**config.mk**
```make
export PLATFORM = sky130hd
export DESIGN_NAME = encoder_window_speed_estimator
export DESIGN_NICKNAME = d
export VERILOG_FILES = /design/src/design/ewse_pkg.sv /design/src/design/encoder_window_speed_estimator.sv
export SDC_FILE = /design/constraint.sdc
export NUM_CORES = 1
export LEC_CHECK = 0
export BUFFER_PORTS_ARGS = -buffer_cell sky130_fd_sc_hd__buf_2
export CORE_ASPECT_RATIO = 0.7
export CORE_UTILIZATION = 64
export CTS_BUF_LIST = sky130_fd_sc_hd__clkbuf_2
export CTS_CLUSTER_DIAMETER = 200
export DETAILED_ROUTE_END_ITERATION = 8
export PLACE_DENSITY = 0.88
export SLEW_MARGIN = 20
export SYNTH_ARGS = -nofsm -noshare
export SYNTH_HDL_FRONTEND = slang
export SYNTH_SLANG_ARGS = --single-unit
```
**constraint.sdc**
```tcl
create_clock -name i_clk -period 7 [get_ports i_clk]
set_clock_uncertainty 0.2 [all_clocks]
set_input_delay 1.4 -clock i_clk [delete_from_list [all_inputs] [get_ports i_clk]]
set_output_delay 1.4 -clock i_clk [all_outputs]
set_load 0.03 [all_outputs]
```
**src/design/ewse_pkg.sv**
```systemverilog
package ewse_pkg;

    // channel field is one bit wide, so two channels are addressable
    localparam int CHANNELS       = 2;
    localparam int CH_W           = 1;
    localparam int COUNT_W        = 16;
    localparam int SPAN_W         = 17;
    localparam int SPEED_W        = 16;
    localparam int RPM_W          = 18;
    localparam int DIFF_W         = 19;
    localparam int WINDOW_DEFAULT = 8;

    localparam logic [SPAN_W-1:0] SPAN_RESET = 17'd65535;

    localparam logic signed [SPEED_W-1:0] SPEED_MAX = 16'sh7FFF;
    localparam logic signed [SPEED_W-1:0] SPEED_MIN = 16'sh8000;

endpackage

```
**src/design/encoder_window_speed_estimator.sv**
```systemverilog
// windowed-difference speed estimator for two quadrature encoder channels
//
// input channel: i_valid / o_stall, payload i_channel, i_count. a transaction
// is taken at a rising edge with i_valid high and o_stall low. one sample per
// cycle is sustained while i_stall is low; the only shared resource is the sample
// ring memory, read once per sample and written once per non-priming sample.
// output channel: o_valid / i_stall, payload o_out_channel, o_speed_counts,
// o_speed_rpm_sixteenths. every input transaction gives exactly one output
// transaction, by way of the ring read stage and then the result register.
// throughput is one transaction per cycle while the receiver does not stall.
// configuration: i_cfg_valid / o_cfg_ready with i_cfg_data (wrap span); the
// port is always ready. write it only while the block is idle.
// when the receiver stalls, the result register holds and the ring read
// stage fills; o_stall then rises until the result is taken. nothing is lost.
// reset (synchronous, i_rst_n low) clears all channels to unprimed, ring
// pointers to zero and the wrap span to 65535. the ring needs no clearing:
// until a channel's pointer wraps, reads return its priming sample instead.
module encoder_window_speed_estimator
    import ewse_pkg::*;
#(
    parameter int WINDOW = WINDOW_DEFAULT
) (
    input  logic                      i_clk,
    input  logic                      i_rst_n,
    // sample channel
    input  logic                      i_valid,
    output logic                      o_stall,
    input  logic [CH_W-1:0]           i_channel,
    input  logic [COUNT_W-1:0]        i_count,
    // result channel
    output logic                      o_valid,
    input  logic                      i_stall,
    output logic [CH_W-1:0]           o_out_channel,
    output logic signed [SPEED_W-1:0] o_speed_counts,
    output logic signed [RPM_W-1:0]   o_speed_rpm_sixteenths,
    // configuration write channel
    input  logic                      i_cfg_valid,
    output logic                      o_cfg_ready,
    input  logic [SPAN_W-1:0]         i_cfg_data
);

    localparam int PTR_W = (WINDOW > 1) ? $clog2(WINDOW) : 1;
    localparam logic [PTR_W-1:0] PTR_LAST = PTR_W'(WINDOW - 1);

    // configuration
    logic [SPAN_W-1:0] r_wrap_span;

    // per channel bookkeeping
    logic [CHANNELS-1:0] r_primed;
    logic [CHANNELS-1:0] r_wrapped;        // pointer has gone round once since priming
    logic [PTR_W-1:0]    r_ptr   [CHANNELS];
    logic [COUNT_W-1:0]  r_prime [CHANNELS];

    // sample ring
    logic [COUNT_W-1:0]  r_ring  [CHANNELS][WINDOW];

    // ring read stage
    logic                r_a_valid;
    logic [CH_W-1:0]     r_a_channel;
    logic [COUNT_W-1:0]  r_a_count;
    logic                r_a_is_prime;     // priming sample, no difference taken
    logic                r_a_use_prime;    // oldest entry still holds the priming value
    logic [COUNT_W-1:0]  r_a_prime_val;
    logic [PTR_W-1:0]    r_a_ptr;
    logic [COUNT_W-1:0]  r_rd_data;

    // result register
    logic                       r_o_valid;
    logic [CH_W-1:0]            r_o_channel;
    logic signed [SPEED_W-1:0]  r_o_speed;

    logic accept;
    logic advance;
    logic ring_we;
    logic [COUNT_W-1:0] oldest;
    logic signed [DIFF_W-1:0] n_raw;
    logic signed [DIFF_W-1:0] n_corr;
    logic signed [DIFF_W-1:0] half_s;
    logic signed [DIFF_W-1:0] span_s;
    logic signed [SPEED_W-1:0] n_speed;

    // result stage moves when empty or taken
    assign advance = !r_o_valid || !i_stall;
    assign o_stall = r_a_valid && !advance;
    assign accept  = i_valid && !o_stall;
    assign ring_we = advance && r_a_valid && !r_a_is_prime;

    assign o_cfg_ready = 1'b1;

    always_ff @(posedge i_clk) begin
        if (!i_rst_n) begin
            r_wrap_span <= SPAN_RESET;
        end else if (i_cfg_valid) begin
            r_wrap_span <= i_cfg_data;
        end
    end

    // channel bookkeeping is done at acceptance, it needs no sample data
    always_ff @(posedge i_clk) begin
        if (!i_rst_n) begin
            r_primed  <= '0;
            r_wrapped <= '0;
            for (int c = 0; c < CHANNELS; c++) begin
                r_ptr[c] <= '0;
            end
        end else if (accept) begin
            if (!r_primed[i_channel]) begin
                r_primed[i_channel] <= 1'b1;
            end else begin
                if (r_ptr[i_channel] == PTR_LAST) begin
                    r_ptr[i_channel]     <= '0;
                    r_wrapped[i_channel] <= 1'b1;
                end else begin
                    r_ptr[i_channel] <= r_ptr[i_channel] + 1'b1;
                end
            end
        end
    end

    always_ff @(posedge i_clk) begin
        if (accept && !r_primed[i_channel]) begin
            r_prime[i_channel] <= i_count;
        end
    end

    // ring memory: one write from the compute stage, one registered read
    always_ff @(posedge i_clk) begin
        if (ring_we) begin
            r_ring[r_a_channel][r_a_ptr] <= r_a_count;
        end
    end

    always_ff @(posedge i_clk) begin
        if (accept) begin
            if (ring_we && r_a_channel == i_channel && r_a_ptr == r_ptr[i_channel]) begin
                r_rd_data <= r_a_count;
            end else begin
                r_rd_data <= r_ring[i_channel][r_ptr[i_channel]];
            end
        end
    end

    // ring read stage
    always_ff @(posedge i_clk) begin
        if (!i_rst_n) begin
            r_a_valid <= 1'b0;
        end else if (accept) begin
            r_a_valid <= 1'b1;
        end else if (advance) begin
            r_a_valid <= 1'b0;
        end
    end

    always_ff @(posedge i_clk) begin
        if (accept) begin
            r_a_channel   <= i_channel;
            r_a_count     <= i_count;
            r_a_is_prime  <= !r_primed[i_channel];
            r_a_use_prime <= !r_wrapped[i_channel];
            r_a_prime_val <= r_prime[i_channel];
            r_a_ptr       <= r_ptr[i_channel];
        end
    end

    // wrap-corrected difference, saturated to 16 bits
    always_comb begin
        oldest = r_a_use_prime ? r_a_prime_val : r_rd_data;
        n_raw  = $signed({3'b000, r_a_count}) - $signed({3'b000, oldest});
        half_s = $signed({3'b000, r_wrap_span[SPAN_W-1:1]});
        span_s = $signed({2'b00, r_wrap_span});
        if (n_raw > half_s) begin
            n_corr = n_raw - span_s;
        end else if (n_raw < -half_s) begin
            n_corr = n_raw + span_s;
        end else begin
            n_corr = n_raw;
        end
        if (r_a_is_prime) begin
            n_speed = '0;
        end else if (n_corr > DIFF_W'(SPEED_MAX)) begin
            n_speed = SPEED_MAX;
        end else if (n_corr < DIFF_W'(SPEED_MIN)) begin
            n_speed = SPEED_MIN;
        end else begin
            n_speed = n_corr[SPEED_W-1:0];
        end
    end

    // result register
    always_ff @(posedge i_clk) begin
        if (!i_rst_n) begin
            r_o_valid <= 1'b0;
        end else if (advance) begin
            r_o_valid <= r_a_valid;
        end
    end

    always_ff @(posedge i_clk) begin
        if (advance && r_a_valid) begin
            r_o_channel <= r_a_channel;
            r_o_speed   <= n_speed;
        end
    end

    assign o_valid                = r_o_valid;
    assign o_out_channel          = r_o_channel;
    assign o_speed_counts         = r_o_speed;
    // speed * 3 gives rpm in sixteenths
    assign o_speed_rpm_sixteenths = (RPM_W'(r_o_speed) <<< 1) + RPM_W'(r_o_speed);

    // stall only ever backs up behind an occupied read stage
    a_stall_needs_item: assert property (@(posedge i_clk) disable iff (!i_rst_n)
        !r_a_valid |-> !o_stall)
        else $error("input stalled with empty read stage");

    // an item in the read stage reaches the result register when it moves
    a_item_moves_out: assert property (@(posedge i_clk) disable iff (!i_rst_n)
        (r_a_valid && advance) |=> o_valid)
        else $error("item lost between read stage and result register");

    // a channel can only wrap after it has been primed
    a_wrap_after_prime: assert property (@(posedge i_clk) disable iff (!i_rst_n)
        (r_wrapped & ~r_primed) == '0)
        else $error("ring wrapped on an unprimed channel");

    // a held result stays put while stalled
    a_result_holds: assert property (@(posedge i_clk) disable iff (!i_rst_n)
        (o_valid && i_stall) |=> $stable(r_o_speed) && $stable(r_o_channel))
        else $error("stalled result changed");

endmodule
```
======== After elaboration in Yosys (flattened, before gate mapping) ========
Memory sizes are Yosys's and may differ from the RTL's. A register that Yosys moved wholly into a read port is not among the register bits.
Cells that the tools add are included.
storage, ports and cells
  register bits after elaboration ......... 78
  ROM bits ................................ 0
  bits in writable memories ............... 294
  memories ................................ 3
  latch bits .............................. 0
memories
  memory   depth  width  read ports  clocked after memory_dff  wr ports  line                                  text
  r_ring   2      128    1           0                         1         encoder_window_speed_estimator.sv:55  logic [COUNT_W-1:0] r_ring [CHANNELS][WINDOW];
  r_prime  2      16     1           1                         1         encoder_window_speed_estimator.sv:52  logic [COUNT_W-1:0] r_prime [CHANNELS];
  r_ptr    2      3      1           0                         2         encoder_window_speed_estimator.sv:51  logic [PTR_W-1:0] r_ptr [CHANNELS];
operators by class
  bitwise operators ....................... 6
  order comparisons ....................... 9
  add/sub/neg operators ................... 6
  mux-type cells .......................... 38
  eq/ne operators ......................... 3
  div/mod/pow operators ................... 0
  shift operators ......................... 0
  $mul .................................... 0
  reductions and logical operators ........ 22
operators by type and width
  kind                  count
  $mux 128              1
  $mux 16               6
  $bmux 16 s3           1
  $demux 16 s3          1
  $mux 19               2
  $mux 1                23
  $add 17x18->19        1
  $gt 19x16->1 const B  1
  $lt 17x19->1          1
  $lt 19x16->1 const B  1
  $neg 16->19           1
  $sub 17x18->19        1
  $add 17x16->18        1
  $gt 17x17->1          1
  $sub 16x16->17        1
  $mux 15               1
  $logic_and 1x1->1     9
  $ge 4x4->1 const B    2
  $not 3->4             2
  $logic_not 1->1       7
  $mux 3                2
  $lt 4x1->1 const B    1
  $or 2x2->2            2
  $add 3x1->3 const B   1
  14 further kinds      14

======== Logic depth before layout (Yosys ltp) ========
  depth in word-level cells ............... 12
  gate-level depth with buffers ........... 25
  mapped depth without buffers ............ 22

======== Least setup slack after synthesis ========
No wires, ideal clock.
  kind .................................... register -> register
  from .................................... register r_a_use_prime
  to ...................................... register r_o_speed[0], in the netlist o_speed_counts[0], data pin
  path slack .............................. 0.913 ns
  required time ........................... 6.517 ns
  arrival ................................. 5.604 ns
  stages on the path, launching flop included .. 22
  period minus slack after synthesis ...... 6.087 ns
  cells stage by stage .................... edfxtp_1 clkbuf_1 clkbuf_1 mux2i_1 ha_1 o211ai_1 a21oi_1 o21ai_0 a21boi_0 a21oi_1 o311ai_0 ha_1 nand3_1 mux2_2 a41o_1 a211o_1 buf_1 nand2_1 o22ai_1 a211o_4 o311ai_4 o311ai_1
on the way
  longest elaborated chain between the ends .. 8
  elaborated cells on any way between the ends .. 12
  those cells by class .................... add/sub (3); order compare (4); mux (5)
RTL lines
  what                                            line                                                                          text
  start: declaration                              encoder_window_speed_estimator.sv:62                                          logic r_a_use_prime;
  start signal: assignment                        encoder_window_speed_estimator.sv:159                                         r_a_use_prime <= !r_wrapped[i_channel];
  $mux 16 *                                       encoder_window_speed_estimator.sv:167                                         oldest = r_a_use_prime ? r_a_prime_val : r_rd_data;
  $sub 16x16->17 *                                encoder_window_speed_estimator.sv:168                                         n_raw = $signed({3'b000, r_a_count}) - $signed({3'b000, oldest});
  $add 17x18->19 or $lt 17x19->1 (tied branches)  encoder_window_speed_estimator.sv:174, encoder_window_speed_estimator.sv:173
  $mux 19                                         encoder_window_speed_estimator.sv:173                                         end else if (n_raw < -half_s) begin
  $mux 19 *                                       encoder_window_speed_estimator.sv:171                                         if (n_raw > half_s) begin
  $lt 19x16->1                                    encoder_window_speed_estimator.sv:182                                         end else if (n_corr < DIFF_W'(SPEED_MIN)) begin
  $mux 16                                         encoder_window_speed_estimator.sv:182
  $mux 15 *                                       encoder_window_speed_estimator.sv:180                                         end else if (n_corr > DIFF_W'(SPEED_MAX)) begin
  end signal: assignment                          encoder_window_speed_estimator.sv:201                                         r_o_speed <= n_speed;
  end: declaration                                encoder_window_speed_estimator.sv:70                                          logic signed [SPEED_W-1:0] r_o_speed;
Mark *: on every way between the ends. The rest lies on a longest branch, timed or not.
A chain may end at the register's enable or synchronous reset.

======== Worst setup path after layout ========
Same ends and word-level chain as after synthesis.

==> impl_metrics.tcl <==
set metrics [dict create \
    antenna_found_initial 2 \
    clkPwrFrac_pct 25.1 \
    combinationalPowerShare_pct 25.7 \
    setup_slack_ns 0.5644 \
    rr_worst_depth 22 \
    maxCapViolations 0 \
    synth-edff-count 365 \
    fp.dieArea_um2 31470 \
    grt_max_degree 93 \
    leakagePower_nw 7.932 \
    rsz0062_at_grt "false" \
    synthDistinctLibCells 85 \
    wirelength_um 49580 \
    cellInternalPower_mw 3.578 \
    setup_violations 0 \
    routed-via-count 13993 \
    ys_warn_count 0 \
    final_layout_size_suffix_gt1_share_pct 17.57 \
    rows 53 \
    fmax_mhz 155.4 \
    die_x_um 211.6 \
    required_ns 7.43 \
    grt_use_total_pct 32.16 \
    hold_viol_final 0 \
    synthArstFlopShare_pct 0 \
    io_pins 77 \
    peakVddDrop_mv 0.2098 \
    critPathMaxFanout 15 \
    stdcell_area_um2 21330 \
    cts.clk_slew.worst_paths_ns 0.12 \
    fp.dieH_um 148.7 \
    syn_area_per_cell_um2 12.58 \
    hpwl_um 33100 \
    netlist_area_um2 19680 \
    synth.net_count 1710 \
    setup_tns_ns 0 \
    yosysSeqAreaShare_pct 58.03 \
    critPathKind "flip-flop to flip-flop" \
    fin_crit_sh_pct 91.94 \
    postCtsHoldBufs 0 \
    start_util_pct 65.37 \
    clock_path_buffers 3 \
    dr.pass1.iters 6 \
    seqPwrFrac_pct 49.1 \
    status "completed" \
    detail_route.wl_per_cell_um 22.88 \
    start_kind "flip-flop" \
    postLayoutCoreUtil_pct 70.85 \
    port_buffers 75 \
    grt_pass1_wl_um 75470 \
    synth-seq-cells 388 \
    htreeDepth 3 \
    via_per_inst 6.457 \
    drtIter0Drc 1892 \
    max-slew-margin-rel_pct 34.32 \
    syn_inst 1564 \
    cts_buffers 90 \
    gr-total-overflow 0 \
    min_period_ns 6.436 \
    post_cts_buffers 0 \
    drv_slew 0 \
    p_sw_mw 1.855 \
    place_area_um2 20570 \
    total_power_mw 5.433 \
    core-area_um2 30110 \
    hold_depth 2 \
    areaGrowthSynthToFinish_pct 8.392 \
    cts_tree "done" \
    cp-end-kind "flip-flop" \
    cp.arrival_ns 6.86 \
    synthFlopType "edfxtp_1" \
    hp-class "flip-flop to flip-flop" \
    post_cts_resized 0 \
    pwr_density_cell_nw_per_um2 254.7 \
    grt_pass1_vias 13245 \
    final_antenna_net_count 0 \
    drcViolationCount 0 \
    swShare_pct 34.14 \
    gp_congestion 1.013 \
    fill_cells 2054 \
    root_buffer "clkbuf_2" \
    cts.sinks 388 \
    dp_worst_setup_slack_ns 0.7525 \
    tightest_slew_ns 0.9852 \
    clk_latency_ns 0.94 \
    num-nets-final 1835 \
]
==> synthesized netlist by cell type (20+ instances only) <==
master | n | area share, %
a211oi_1 | 126 | 4.8
a21oi_1 | 88 | 2.2
clkbuf_1 | 57 | 1.1
dfxtp_1 | 23 | 2.3
edfxtp_1 | 365 | 56
ha_1 | 103 | 6.5
inv_1 | 58 | 1.1
mux2_2 | 20 | 1.1
mux2i_1 | 85 | 4.3
nand2_1 | 102 | 1.9
nor2_1 | 72 | 1.4
nor2b_1 | 77 | 2.4
o211ai_1 | 25 | 0.95
o21ai_0 | 43 | 1.1
o31ai_1 | 25 | 0.95
xnor2_1 | 36 | 1.6
==> critical path: stages, from the launching register on <==
cell,delay [ns]
edfxtp_1,0.39
buf_4,0.30
mux2i_1,0.36
ha_1,0.30
nor2b_1,0.15
o31a_1,0.28
o21ai_0,0.26
a21boi_0,0.25
o21a_1,0.23
nor2_1,0.11
xnor2_1,0.19
ha_1,0.37
nand4_1,0.15
nor4_1,0.32
mux2_2,0.20
a41o_1,0.30
a211o_1,0.43
o211ai_1,0.15
buf_4,0.19
nor2_1,0.27
a21oi_4,0.11
o311ai_4,0.44
o311ai_1,0.16
==> flip-flops by register name, indices dropped and copies added (netlist names) <==
signal / flops
r_ring: 256
r_prime: 32
r_wrap_span: 17
o_speed_counts: 16
r_a_count: 16
r_a_prime_val: 16
r_rd_data: 16
r_ptr: 6
r_a_ptr: 3
r_primed: 2
r_wrapped: 2
o_out_channel: 1
o_valid: 1
r_a_channel: 1
r_a_is_prime: 1
r_a_use_prime: 1
r_a_valid: 1
==> cell usage in the layout (no fill, tap or decap), types with 12 or more instances in the layout <==
| cell type | count |
|---|---|
| dfxtp_1 | 23 |
| nand2_1 | 102 |
| o31ai_1 | 25 |
| mux2i_1 | 84 |
| a21o_1 | 16 |
| nor2_1 | 72 |
| a21oi_1 | 88 |
| mux2_2 | 20 |
| edfxtp_1 | 365 |
| buf_2 | 74 |
| inv_1 | 57 |
| o21a_1 | 12 |
| clkinv_1 | 20 |
| buf_4 | 37 |
| o211ai_1 | 25 |
| nand3_1 | 19 |
| ha_1 | 103 |
| xnor2_1 | 36 |
| clkbuf_2 | 127 |
| o21ai_0 | 43 |
| nor2b_1 | 77 |
| a211oi_1 | 125 |
==> metrics by stage <==
step | std cells | hold slack [ns]
2_1_floorplan | 1564 | 0.2244
3_3_place_gp | 2009 | 0.2687
3_5_place_dp | 2009 | 0.2878
4_1_cts | 2165 | 0.3118
5_1_grt | 2167 | 0.3455
6_report | 2167 | 0.3085
==> cells by family after synthesis <==
logic type,synth area share (%)
AOI/OAI and AO/OA,15.73
DFF,58.03
and+or+nand+nor,8.996
buffers and inverters,2.753
adders and majority gates,6.955
muxes,5.468
xor gates and xnor gates,2.047
other,0.01905
==> power groups by stage <==
stage / Clock (mW) / Combinational (mW) / Sequential [mW]
after floorplan: 0 / 0.965 / 2.71
final: 1.37 / 1.40 / 2.67
after global placement: 0 / 1.31 / 2.72
after detailed placement: 0 / 1.34 / 2.72
after global routing: 1.49 / 1.50 / 2.67
after CTS: 1.39 / 1.35 / 2.67
==> final cells by class <==
type / instances / area, µm² / share of cell area (%)
flip-flops and latches: 388 / 11420 / 53.54
inverters: 59 / 221.5 / 1.038
diodes: 2 / 5.005 / 0.02346
repair buffers: 111 / 648.1 / 3.038
multi-input cells: 1039 / 7761 / 36.38
clock inverters: 29 / 123.9 / 0.5807
well taps: 412 / 515.5 / 2.417
clock buffers: 127 / 635.6 / 2.980
==> metal layers <==
layer  share of wire [%]  up-vias  global-route usage (%)
li1                    -     6332                       -
met1                  43     6696                   49.49
met2                  42      872                   44.52
met3                  13       93                   8.277
met4                 2.1        0                   10.18
met5                   0        -                       0
==> path summary, 6_finish.rpt <==
check	startpoint	end	slack (ns)
hold / removal	r_wrapped[1]	r_wrapped[1]	0.31
setup reg to reg	r_a_use_prime	o_speed_counts[0]	0.56
hold reg to reg	r_wrapped[1]	r_wrapped[1]	0.31
setup / recovery	r_a_use_prime	o_speed_counts[0]	0.56
No activity file was read; power rests on OpenSTA's default activity.
